--- src/sv/vtpg_pkg.sv ---
`default_nettype none
// ---------------------------------------------------------------------------
// Video test pattern generator package
// Shared constants, register indexes, pattern codes and the command/status
// structs between the controller and the datapath.
// ---------------------------------------------------------------------------
package vtpg_pkg;

	localparam int MODE_W     = 3;
	localparam int CFG_DIM_W  = 13;
	localparam int CFG_IDX_W  = 2;
	localparam int CFG_DATA_W = 32;
	localparam int SEED_W     = 32;
	localparam int COLOR_W    = 8;
	localparam int SEL_W      = 2;

	// Configuration register indexes.
	localparam logic [CFG_IDX_W-1:0] CFG_MODE   = 2'd0;
	localparam logic [CFG_IDX_W-1:0] CFG_WIDTH  = 2'd1;
	localparam logic [CFG_IDX_W-1:0] CFG_HEIGHT = 2'd2;
	localparam logic [CFG_IDX_W-1:0] CFG_SEED   = 2'd3;

	// Pattern codes.
	localparam logic [MODE_W-1:0] MODE_SOLID    = 3'd0;
	localparam logic [MODE_W-1:0] MODE_GRADIENT = 3'd1;
	localparam logic [MODE_W-1:0] MODE_CHECKER  = 3'd2;
	localparam logic [MODE_W-1:0] MODE_NOISE    = 3'd3;
	localparam logic [MODE_W-1:0] MODE_DIAGONAL = 3'd4;

	// Gradient component selects for the shared divider.
	localparam logic [SEL_W-1:0] SEL_RED   = 2'd0;
	localparam logic [SEL_W-1:0] SEL_GREEN = 2'd1;
	localparam logic [SEL_W-1:0] SEL_BLUE  = 2'd2;

	localparam logic [COLOR_W-1:0] SOLID_RED   = 8'd17;
	localparam logic [COLOR_W-1:0] SOLID_GREEN = 8'd34;
	localparam logic [COLOR_W-1:0] SOLID_BLUE  = 8'd51;
	localparam logic [COLOR_W-1:0] COLOR_MAX   = 8'd255;
	localparam logic [COLOR_W-1:0] COLOR_MIN   = 8'd0;

	localparam logic [SEED_W-1:0] LCG_MUL    = 32'd1664525;
	localparam logic [SEED_W-1:0] LCG_ADD    = 32'd1013904223;
	localparam logic [SEED_W-1:0] SEED_RESET = 32'd1;

	// Checker squares are 8 pixels wide.
	localparam int CHECK_SHIFT = 3;

	localparam int DIM_RESET = 64;

	typedef struct packed {
		logic             accept;
		logic             div_start;
		logic [SEL_W-1:0] div_sel;
		logic             grad_cap;
		logic             load_out;
	} cmd_t;

	typedef struct packed {
		logic grad_mode;
		logic div_done;
		logic out_free;
	} sts_t;

endpackage
`default_nettype wire

--- src/sv/vtpg_div.sv ---
`default_nettype none
// ---------------------------------------------------------------------------
// Saturating divider
// Restoring divider, one quotient bit per cycle, giving min(num/den, 255)
// and 0 for a zero divisor.
// ---------------------------------------------------------------------------
module vtpg_div #(
	parameter int DIM_W = 12
) (
	input  wire logic                          clk,
	input  wire logic                          arst_n,
	input  wire logic                          start,
	input  wire logic [DIM_W+8:0]              num,
	input  wire logic [DIM_W:0]                den,
	output logic                               done,
	output logic [vtpg_pkg::COLOR_W-1:0]       quo
);
	import vtpg_pkg::*;

	localparam int NUM_W = DIM_W + 9;
	localparam int CNT_W = $clog2(COLOR_W);

	logic [NUM_W-1:0]   rem_q;
	logic [NUM_W-1:0]   dsh_q;
	logic [COLOR_W-1:0] q_q;
	logic [CNT_W-1:0]   cnt_q;
	logic               busy_q;
	logic               done_q;
	logic               sat_q;
	logic               zero_q;
	logic [NUM_W-1:0]   den_ext;

	assign den_ext = NUM_W'(den);

	always_ff @(posedge clk or negedge arst_n) begin
		if (!arst_n) begin
			busy_q <= 1'b0;
			done_q <= 1'b0;
			cnt_q  <= '0;
		end else begin
			done_q <= 1'b0;
			if (start) begin
				busy_q <= 1'b1;
				cnt_q  <= CNT_W'(COLOR_W - 1);
			end else if (busy_q) begin
				cnt_q <= cnt_q - 1'b1;
				if (cnt_q == '0) begin
					busy_q <= 1'b0;
					done_q <= 1'b1;
				end
			end
		end
	end

	always_ff @(posedge clk) begin
		if (start) begin
			rem_q  <= num;
			dsh_q  <= den_ext << (COLOR_W - 1);
			q_q    <= '0;
			zero_q <= (den == '0);
			// A quotient of 256 or more saturates.
			sat_q  <= (num >= (den_ext << COLOR_W));
		end else if (busy_q) begin
			if (rem_q >= dsh_q) begin
				rem_q <= rem_q - dsh_q;
				q_q   <= {q_q[COLOR_W-2:0], 1'b1};
			end else begin
				q_q   <= {q_q[COLOR_W-2:0], 1'b0};
			end
			dsh_q <= dsh_q >> 1;
		end
	end

	assign done = done_q;
	assign quo  = zero_q ? COLOR_MIN : (sat_q ? COLOR_MAX : q_q);

endmodule
`default_nettype wire

--- src/sv/vtpg_ctrl.sv ---
`default_nettype none
// ---------------------------------------------------------------------------
// Pattern generator controller
// Sequences one pixel: accept, optional three gradient divisions, then
// hand-off to the output register.
// ---------------------------------------------------------------------------
module vtpg_ctrl (
	input  wire logic          clk,
	input  wire logic          arst_n,
	input  wire logic          in_valid,
	output logic               in_ready,
	input  vtpg_pkg::sts_t     sts,
	output vtpg_pkg::cmd_t     cmd
);
	import vtpg_pkg::*;

	typedef enum logic [1:0] {
		ST_IDLE,
		ST_DIVIDE,
		ST_FINISH
	} state_t;

	state_t           state_q;
	logic             start_q;
	logic [SEL_W-1:0] sel_q;
	logic             accept;

	assign in_ready = (state_q == ST_IDLE);
	assign accept   = in_valid && in_ready;

	always_comb begin
		cmd.accept    = accept;
		cmd.div_start = start_q;
		cmd.div_sel   = sel_q;
		cmd.grad_cap  = (state_q == ST_DIVIDE) && sts.div_done;
		cmd.load_out  = (state_q == ST_FINISH) && sts.out_free;
	end

	always_ff @(posedge clk or negedge arst_n) begin
		if (!arst_n) begin
			state_q <= ST_IDLE;
			start_q <= 1'b0;
			sel_q   <= SEL_RED;
		end else begin
			start_q <= 1'b0;
			unique case (state_q)
				ST_IDLE: begin
					if (accept) begin
						if (sts.grad_mode) begin
							state_q <= ST_DIVIDE;
							start_q <= 1'b1;
							sel_q   <= SEL_RED;
						end else begin
							state_q <= ST_FINISH;
						end
					end
				end
				ST_DIVIDE: begin
					if (sts.div_done) begin
						if (sel_q == SEL_BLUE) begin
							state_q <= ST_FINISH;
						end else begin
							sel_q   <= sel_q + 1'b1;
							start_q <= 1'b1;
						end
					end
				end
				ST_FINISH: begin
					if (sts.out_free) begin
						state_q <= ST_IDLE;
					end
				end
				default: begin
					state_q <= ST_IDLE;
				end
			endcase
		end
	end

endmodule
`default_nettype wire

--- src/sv/vtpg_datapath.sv ---
`default_nettype none
// ---------------------------------------------------------------------------
// Pattern generator datapath
// Configuration registers, raster counters, noise LCG, pattern logic and
// the output register.
// ---------------------------------------------------------------------------
module vtpg_datapath #(
	parameter int unsigned MAX_DIM = 4096
) (
	input  wire logic                                 clk,
	input  wire logic                                 arst_n,
	input  wire logic                                 cfg_valid,
	input  wire logic [vtpg_pkg::CFG_IDX_W-1:0]       cfg_index,
	input  wire logic [vtpg_pkg::CFG_DATA_W-1:0]      cfg_data,
	input  wire logic                                 restart,
	input  vtpg_pkg::cmd_t                            cmd,
	output vtpg_pkg::sts_t                            sts,
	output logic [$clog2(MAX_DIM)+8:0]                div_num,
	output logic [$clog2(MAX_DIM):0]                  div_den,
	input  wire logic                                 div_done,
	input  wire logic [vtpg_pkg::COLOR_W-1:0]         div_quo,
	output logic                                      out_valid,
	input  wire logic                                 out_ready,
	output logic [vtpg_pkg::COLOR_W-1:0]              red,
	output logic [vtpg_pkg::COLOR_W-1:0]              green,
	output logic [vtpg_pkg::COLOR_W-1:0]              blue,
	output logic                                      line_end,
	output logic                                      frame_end
);
	import vtpg_pkg::*;

	localparam int DIM_W   = $clog2(MAX_DIM);
	localparam int NUM_W   = DIM_W + 9;
	localparam int RST_DIM = (DIM_RESET > int'(MAX_DIM)) ? int'(MAX_DIM) : DIM_RESET;

	// Configuration: dimensions are held as clamped size minus one.
	logic [MODE_W-1:0]    mode_q;
	logic [DIM_W-1:0]     wm1_q;
	logic [DIM_W-1:0]     hm1_q;
	logic [SEED_W-1:0]    seed_q;
	logic [CFG_DIM_W-1:0] cfg_dim;
	logic [DIM_W-1:0]     cfg_dim_m1;

	// Raster and noise state.
	logic [DIM_W-1:0]  col_q;
	logic [DIM_W-1:0]  row_q;
	logic [SEED_W-1:0] lcg_q;
	logic [DIM_W-1:0]  x_cur;
	logic [DIM_W-1:0]  y_cur;
	logic [SEED_W-1:0] lcg_cur;
	logic              le_cur;
	logic              fe_cur;

	// Current pixel.
	logic [DIM_W-1:0] x_s1;
	logic [DIM_W-1:0] y_s1;
	logic             le_s1;
	logic             fe_s1;

	logic [COLOR_W-1:0] grad_r_q;
	logic [COLOR_W-1:0] grad_g_q;
	logic [COLOR_W-1:0] grad_b_q;

	logic [DIM_W:0]     base;
	logic [DIM_W-1:0]   chk_x;
	logic [DIM_W-1:0]   chk_y;
	logic [DIM_W-1:0]   dxy;
	logic [COLOR_W-1:0] pix_r;
	logic [COLOR_W-1:0] pix_g;
	logic [COLOR_W-1:0] pix_b;
	logic               out_valid_q;

	assign cfg_dim = cfg_data[CFG_DIM_W-1:0];

	always_comb begin
		if (cfg_dim == '0) begin
			cfg_dim_m1 = '0;
		end else if (32'(cfg_dim) > 32'(MAX_DIM)) begin
			cfg_dim_m1 = DIM_W'(MAX_DIM - 1);
		end else begin
			cfg_dim_m1 = DIM_W'(cfg_dim - 1'b1);
		end
	end

	always_ff @(posedge clk or negedge arst_n) begin
		if (!arst_n) begin
			mode_q <= MODE_SOLID;
			wm1_q  <= DIM_W'(RST_DIM - 1);
			hm1_q  <= DIM_W'(RST_DIM - 1);
			seed_q <= SEED_RESET;
		end else if (cfg_valid) begin
			unique case (cfg_index)
				CFG_MODE:   mode_q <= cfg_data[MODE_W-1:0];
				CFG_WIDTH:  wm1_q  <= cfg_dim_m1;
				CFG_HEIGHT: hm1_q  <= cfg_dim_m1;
				CFG_SEED:   seed_q <= cfg_data[SEED_W-1:0];
				default: ;
			endcase
		end
	end

	// A restart moves to pixel 0,0 and reloads the seed before this pixel.
	assign x_cur   = restart ? '0 : col_q;
	assign y_cur   = restart ? '0 : row_q;
	assign lcg_cur = restart ? seed_q : lcg_q;
	assign le_cur  = (x_cur >= wm1_q);
	assign fe_cur  = le_cur && (y_cur >= hm1_q);

	always_ff @(posedge clk or negedge arst_n) begin
		if (!arst_n) begin
			col_q <= '0;
			row_q <= '0;
			lcg_q <= SEED_RESET;
		end else if (cmd.accept) begin
			if (le_cur) begin
				col_q <= '0;
				row_q <= fe_cur ? '0 : y_cur + 1'b1;
			end else begin
				col_q <= x_cur + 1'b1;
				row_q <= y_cur;
			end
			if (mode_q == MODE_NOISE) begin
				lcg_q <= lcg_cur * LCG_MUL + LCG_ADD;
			end else begin
				lcg_q <= lcg_cur;
			end
		end
	end

	always_ff @(posedge clk) begin
		if (cmd.accept) begin
			x_s1  <= x_cur;
			y_s1  <= y_cur;
			le_s1 <= le_cur;
			fe_s1 <= fe_cur;
		end
	end

	// Gradient operands: component value times 255 over its span.
	always_comb begin
		case (cmd.div_sel)
			SEL_RED: begin
				base    = {1'b0, x_s1};
				div_den = {1'b0, wm1_q};
			end
			SEL_GREEN: begin
				base    = {1'b0, y_s1};
				div_den = {1'b0, hm1_q};
			end
			default: begin
				base    = {1'b0, x_s1} + {1'b0, y_s1};
				div_den = {1'b0, wm1_q} + {1'b0, hm1_q};
			end
		endcase
		div_num = (NUM_W'(base) << COLOR_W) - NUM_W'(base);
	end

	always_ff @(posedge clk) begin
		if (cmd.grad_cap) begin
			case (cmd.div_sel)
				SEL_RED:   grad_r_q <= div_quo;
				SEL_GREEN: grad_g_q <= div_quo;
				default:   grad_b_q <= div_quo;
			endcase
		end
	end

	assign chk_x = x_s1 >> CHECK_SHIFT;
	assign chk_y = y_s1 >> CHECK_SHIFT;
	assign dxy   = (x_s1 >= y_s1) ? x_s1 - y_s1 : y_s1 - x_s1;

	always_comb begin
		pix_r = COLOR_MIN;
		pix_g = COLOR_MIN;
		pix_b = COLOR_MIN;
		unique case (mode_q)
			MODE_SOLID: begin
				pix_r = SOLID_RED;
				pix_g = SOLID_GREEN;
				pix_b = SOLID_BLUE;
			end
			MODE_GRADIENT: begin
				pix_r = grad_r_q;
				pix_g = grad_g_q;
				pix_b = grad_b_q;
			end
			MODE_CHECKER: begin
				if (chk_x[0] ^ chk_y[0]) begin
					pix_r = COLOR_MAX;
					pix_g = COLOR_MAX;
					pix_b = COLOR_MAX;
				end
			end
			MODE_NOISE: begin
				pix_r = lcg_q[7:0];
				pix_g = lcg_q[15:8];
				pix_b = lcg_q[23:16];
			end
			MODE_DIAGONAL: begin
				if (dxy <= DIM_W'(1)) begin
					pix_r = COLOR_MAX;
					pix_g = COLOR_MAX;
					pix_b = COLOR_MAX;
				end
			end
			default: ;
		endcase
	end

	always_ff @(posedge clk or negedge arst_n) begin
		if (!arst_n) begin
			out_valid_q <= 1'b0;
		end else if (cmd.load_out) begin
			out_valid_q <= 1'b1;
		end else if (out_ready) begin
			out_valid_q <= 1'b0;
		end
	end

	always_ff @(posedge clk) begin
		if (cmd.load_out) begin
			red       <= pix_r;
			green     <= pix_g;
			blue      <= pix_b;
			line_end  <= le_s1;
			frame_end <= fe_s1;
		end
	end

	assign out_valid = out_valid_q;

	always_comb begin
		sts.grad_mode = (mode_q == MODE_GRADIENT);
		sts.div_done  = div_done;
		sts.out_free  = !out_valid_q || out_ready;
	end

endmodule
`default_nettype wire

--- src/sv/video_test_pattern_generator_top.sv ---
// A transfer moves the controller from the idle state to the finish state, or in gradient
// mode first to the divide state, and the output register is loaded in finish once the output is free.
// No new transfer is taken until that load; gradient mode first runs the shared
// 8-step divider once for each color component.
// The next transfer is taken while a finished pixel still waits at the output.
// Reset clears counters, LCG state and configuration to their defaults at once.
`default_nettype none
// ---------------------------------------------------------------------------
// Video test pattern generator
// Raster RGB pattern source with line and frame end marks.
// ---------------------------------------------------------------------------
module video_test_pattern_generator_top #(
	parameter int unsigned MAX_DIM = 4096
) (
	input  wire logic                                 clk,
	input  wire logic                                 arst_n,
	input  wire logic                                 cfg_valid,
	output logic                                      cfg_ready,
	input  wire logic [vtpg_pkg::CFG_IDX_W-1:0]       cfg_index,
	input  wire logic [vtpg_pkg::CFG_DATA_W-1:0]      cfg_data,
	input  wire logic                                 in_valid,
	output logic                                      in_ready,
	input  wire logic                                 restart,
	output logic                                      out_valid,
	input  wire logic                                 out_ready,
	output logic [vtpg_pkg::COLOR_W-1:0]              red,
	output logic [vtpg_pkg::COLOR_W-1:0]              green,
	output logic [vtpg_pkg::COLOR_W-1:0]              blue,
	output logic                                      line_end,
	output logic                                      frame_end
);
	import vtpg_pkg::*;

	localparam int DIM_W = $clog2(MAX_DIM);

	cmd_t               cmd;
	sts_t               sts;
	logic [DIM_W+8:0]   div_num;
	logic [DIM_W:0]     div_den;
	logic               div_done;
	logic [COLOR_W-1:0] div_quo;

	assign cfg_ready = 1'b1;

	vtpg_ctrl u_ctrl (
		.clk      (clk),
		.arst_n   (arst_n),
		.in_valid (in_valid),
		.in_ready (in_ready),
		.sts      (sts),
		.cmd      (cmd)
	);

	vtpg_div #(
		.DIM_W (DIM_W)
	) u_div (
		.clk    (clk),
		.arst_n (arst_n),
		.start  (cmd.div_start),
		.num    (div_num),
		.den    (div_den),
		.done   (div_done),
		.quo    (div_quo)
	);

	vtpg_datapath #(
		.MAX_DIM (MAX_DIM)
	) u_datapath (
		.clk       (clk),
		.arst_n    (arst_n),
		.cfg_valid (cfg_valid),
		.cfg_index (cfg_index),
		.cfg_data  (cfg_data),
		.restart   (restart),
		.cmd       (cmd),
		.sts       (sts),
		.div_num   (div_num),
		.div_den   (div_den),
		.div_done  (div_done),
		.div_quo   (div_quo),
		.out_valid (out_valid),
		.out_ready (out_ready),
		.red       (red),
		.green     (green),
		.blue      (blue),
		.line_end  (line_end),
		.frame_end (frame_end)
	);

	// The block is not ready in the cycle after a transfer.
	a_busy_after_accept: assert property (@(posedge clk) disable iff (!arst_n)
		cmd.accept |=> !in_ready)
		else $error("input ready right after a transfer");

	// A division never starts in the cycle of a new transfer.
	a_no_start_on_accept: assert property (@(posedge clk) disable iff (!arst_n)
		cmd.div_start |-> !cmd.accept)
		else $error("division started during a transfer");

	// A freshly started division cannot finish on the next cycle.
	a_div_not_instant: assert property (@(posedge clk) disable iff (!arst_n)
		cmd.div_start |=> !div_done)
		else $error("division finished too early");

	// Loading the output register always presents a pixel.
	a_load_shows_pixel: assert property (@(posedge clk) disable iff (!arst_n)
		cmd.load_out |=> out_valid)
		else $error("output load did not raise out_valid");

endmodule
`default_nettype wire

--- config.mk ---
export PLATFORM = sky130hd
export DESIGN_NAME = video_test_pattern_generator_top
export DESIGN_NICKNAME = d
export VERILOG_FILES = /design/src/sv/vtpg_pkg.sv /design/src/sv/vtpg_div.sv /design/src/sv/vtpg_ctrl.sv /design/src/sv/vtpg_datapath.sv /design/src/sv/video_test_pattern_generator_top.sv
export SDC_FILE = /design/constraint.sdc
export NUM_CORES = 1
export LEC_CHECK = 0
export BUFFER_PORTS_ARGS = -buffer_cell sky130_fd_sc_hd__buf_4
export CORE_MARGIN = 2
export CORE_UTILIZATION = 35
export CTS_CLUSTER_DIAMETER = 60
export DETAILED_ROUTE_END_ITERATION = 8
export PLACE_DENSITY_LB_ADDON = 0.1
export SLEW_MARGIN = 0
export SYNTH_ARGS = -nofsm -noshare
export SYNTH_HDL_FRONTEND = slang
export SYNTH_SLANG_ARGS = --single-unit
export TNS_END_PERCENT = 1
--- constraint.sdc ---
create_clock -name clk -period 5.7 [get_ports clk]
set_clock_uncertainty 0.15 [all_clocks]
set_input_delay 0.855 -clock clk [delete_from_list [all_inputs] [get_ports clk]]
set_output_delay 0.855 -clock clk [all_outputs]
set_load 0.1 [all_outputs]
==> out/results.txt <==
Critical Path Fanout Max: 8
Die area: 0.0589 mm²
Overflow after GRT: 0
Final Hold Slack: 0.224 ns
Post-Synth XOR/XNOR Area: 4.57%
CP required: 5.96 ns
Tot GR Track Use: 20.7%
Unrepaired setup endpoints after global routing: true
Cell taking the most area after synthesis: edfxtp_1
R2R Setup Slk: 0.07 ns
Die Span Y: 243 µm
CP startpoint kind: input port
# diodes: 0
Fillers: 5649
Clk buf depth: 3
NumNets Final: 2684
Initial antenna violation count: 2
Area contributors post-synth: edfxtp_1 17%, ha_1 14%, dfrtp_1 12%
Dpl ws: -0.842 ns
Post-synthesis adder-cell area fraction: 22.6%
DRC viols: 0
Period utilization: 102%
Simple-Gate Fraction of Synth Area: 13.1%
Final setup viols: 1
Share of the synthesized area in the top cell type: 16.9%
Number of flops mapped to enable cells by yosys: 112
Htree depth: 2
CP max stage delay: 0.54 ns
Worst skew pair latency: 0.55 ns
Avg Inst Size Synth: 9.50 µm²
Register area share after synthesis: 32.3%
Placed cell area: 0.0229 mm²
R2R cell count: 21
Crit Path Class: input port to flip-flop
Die width: 243 µm
Most used cell, CP: fa_1
Number of global-route vias before repair: 16237
R2r endpoint: u_datapath.lcg_q[23]$_DFFE_PN0P_
Syn nets: 2450
Crit-path cells: buf_12 -> buf_12 -> mux2i_4 -> inv_2 -> ha_4 -> ha_4 -> fa_1 -> fa_1 -> inv_1 -> fa_1 -> fa_1 -> inv_1 -> fa_1 -> ha_4 -> a21o_1 -> a21o_1 -> a21oi_2 -> a31oi_2 -> buf_4 -> o41ai_4 -> xnor2_1 -> o21ai_1
Vias/cell: 5.09
Initial Utilization: 35.4%
Hold_buf cts: 0
Cell row count: 87
Dpl hpwl: 48500 µm
Slew HR: 35.2%
Commonest cells post-synth: 295 x inv_1, 228 x ha_1, 151 x o21ai_0, 138 x nand2_1, 133 x nor2_1
Area growth syn-to-layout: 22.1%
Port bufs: 59
Register area: 0.00643 mm²
Status: finished, violations left
Total CTS buffers: 36
Final ANT Viol Nets: 0
Worst setup margin: -0.0942 ns
Global-route layer with the greatest usage: met2
Crit path arrival time: 6.06 ns
Mapped Cells: 2100
Most numerous cell in the Yosys netlist: inv_1
Failing checks: negative setup slack
Met2 Use GR: 38.3%
Crit path launch: restart
GR Layer Usage met3: 2.31%
Synth unique cells: 100
Synth Warn #: 0
Slowest cell on crit path: fa_1
Synth Register Bits: 237
CORE AREA: 0.0564 mm²
Worst r2r src: u_datapath.seed_q[7]$_DFFE_PN0P_
Largest net degree at the start of global routing: 64
Synth Flop Type: edfxtp_1
Number of DRC markers in iteration 0: 764
Worst setup path endpoint: u_datapath.lcg_q[23]$_DFFE_PN0P_
Max_cap viols: 0
Asr flop ratio synth: 46.4%
First-pass GRT wire length: 94500 µm
Clock sinks: 237
Gp weighted congestion: 0.882
Global routing met1 resource utilization: 25.3%
Core Util, Final: 43.2%
Multiplexer share of the synthesized area: 4.27%
CTS Root Cell: clkbuf_16
Main combinational cell family by area after synthesis: adder cells
Compound-Gate Fraction of Synth Area: 15.9%
Worst Tran Pin Value: 0.969 ns
Clk slew on worst S/H paths: 0.05 ns
Area of the multi-input gates: 0.0126 mm²
Min Tclk post-route: 5.79 ns
Hold crit path type: input port to asynchronous set/reset pin
CP endpoint kind: flip-flop
# IOs: 69
Pre-antenna DRT Iters: 5
Per-cell routed wire length: 19.3 µm
Routed wire length: 60200 µm
Layout cells sized above 1: 21.5%
Fmax: 173 MHz
Non-Filler Cell Area, Final: 0.0244 mm²
Post-synthesis cell area: 0.0199 mm²
Slew Viols, Final: 0
CTS tree: done
Via count: 15850
Hold Fails Final Rpt: 0
worst min-delay path by stage:
stage,end,slack [ns],cells after the start
6_report,u_datapath.seed_q[15]$_DFFE_PN0P_,0.22,1
5_1_grt,u_datapath.seed_q[15]$_DFFE_PN0P_,0.26,1
3_3_place_gp,u_datapath.frame_end$_DFFE_PP_,0.27,0
3_5_place_dp,u_datapath.frame_end$_DFFE_PP_,0.26,0
2_1_floorplan,u_datapath.frame_end$_DFFE_PP_,0.25,0
4_1_cts,u_datapath.seed_q[15]$_DFFE_PN0P_,0.24,1
cells by family after synthesis:
logic type               after synthesis
AND/OR/NAND/NOR                      519
flip-flops                           237
AO/OA/AOI/OAI                        474
other                                  1
adder cells (fa/ha/maj)              311
multiplexers                          80
buffers and inverters                374
XOR/XNOR                             104
per-layer routing:
| metal | routed length (µm) | share of wire [%] |
|---|---|---|
| met1 | 25700 | 43 |
| met2 | 31400 | 52 |
| met3 | 1570 | 2.6 |
| met4 | 1550 | 2.6 |
| met5 | 27 | 0.045 |
what timing repair did:
action                                  4_1_cts  5_1_grt
pin swaps                                    23       17
endpoints found under the hold margin         0        0
setup buffers                                 7        8
gates resized for setup                      23       22
endpoints found under the setup margin        7        7
placed cells by master (no fill, tap or decap), drive strengths merged, types with 41 or more instances in the layout:
master,netlist,routed
inv,296,303
buf,19,274
ha,228,228
o21ai,155,155
nand2,138,138
nor2,134,134
edfxtp,112,112
a21oi,98,98
dfrtp,96,96
fa,82,82
xnor2,71,71
clkbuf,59,50
nand3,45,45
mux2,41,41
worst max-delay path: cells and delay by family:
kind                       cells  cell delay (ns)
AOI/OAI and AO/OA              6             1.01
xor gates and xnor gates       1             0.16
adders and majority gates      8             3.04
buffers and inverters          6             0.64
muxes                          1             0.34
registers in the layout (all words and copies together) (netlist names), 2 cells and up:
| name | flops |
|---|---|
| u_datapath.green | 8 |
| u_div.cnt_q | 3 |
| u_datapath.red | 8 |
| u_datapath.seed_q | 24 |
| u_datapath.grad_b_q | 8 |
| u_div.rem_q | 21 |
| u_ctrl.state_q | 2 |
| u_ctrl.sel_q | 2 |
| u_datapath.lcg_q | 24 |
| u_datapath.grad_r_q | 8 |
| u_datapath.hm1_q | 12 |
| u_div.dsh_q | 20 |
| u_datapath.wm1_q | 12 |
| u_datapath.row_q | 12 |
| u_datapath.blue | 8 |
| u_div.q_q | 8 |
| u_datapath.y_s1 | 12 |
| u_datapath.col_q | 12 |
| u_datapath.x_s1 | 12 |
| u_datapath.mode_q | 3 |
| u_datapath.grad_g_q | 8 |
cell type report:
type / count / share of cell area [%]
Inverter: 296 / 4.56
Sequential cell: 237 / 26.4
Multi-Input combinational cell: 1489 / 51.8
Tap cell: 756 / 3.88
Clock inverter: 15 / 0.509
Clock buffer: 50 / 4.20
Timing Repair Buffer: 274 / 8.66
per-stage QoR:
stage          TNS (ns)  std cells
5_1_grt           -1.27       3117
3_3_place_gp      -6.05       3037
4_1_cts         -0.0620       3109
3_5_place_dp      -6.33       3037
6_report        -0.0942       3117
2_1_floorplan     -3.33       2100
Power is not shown: default switching activity piles up to over one toggle a cycle in this logic, so the estimate is an artifact.
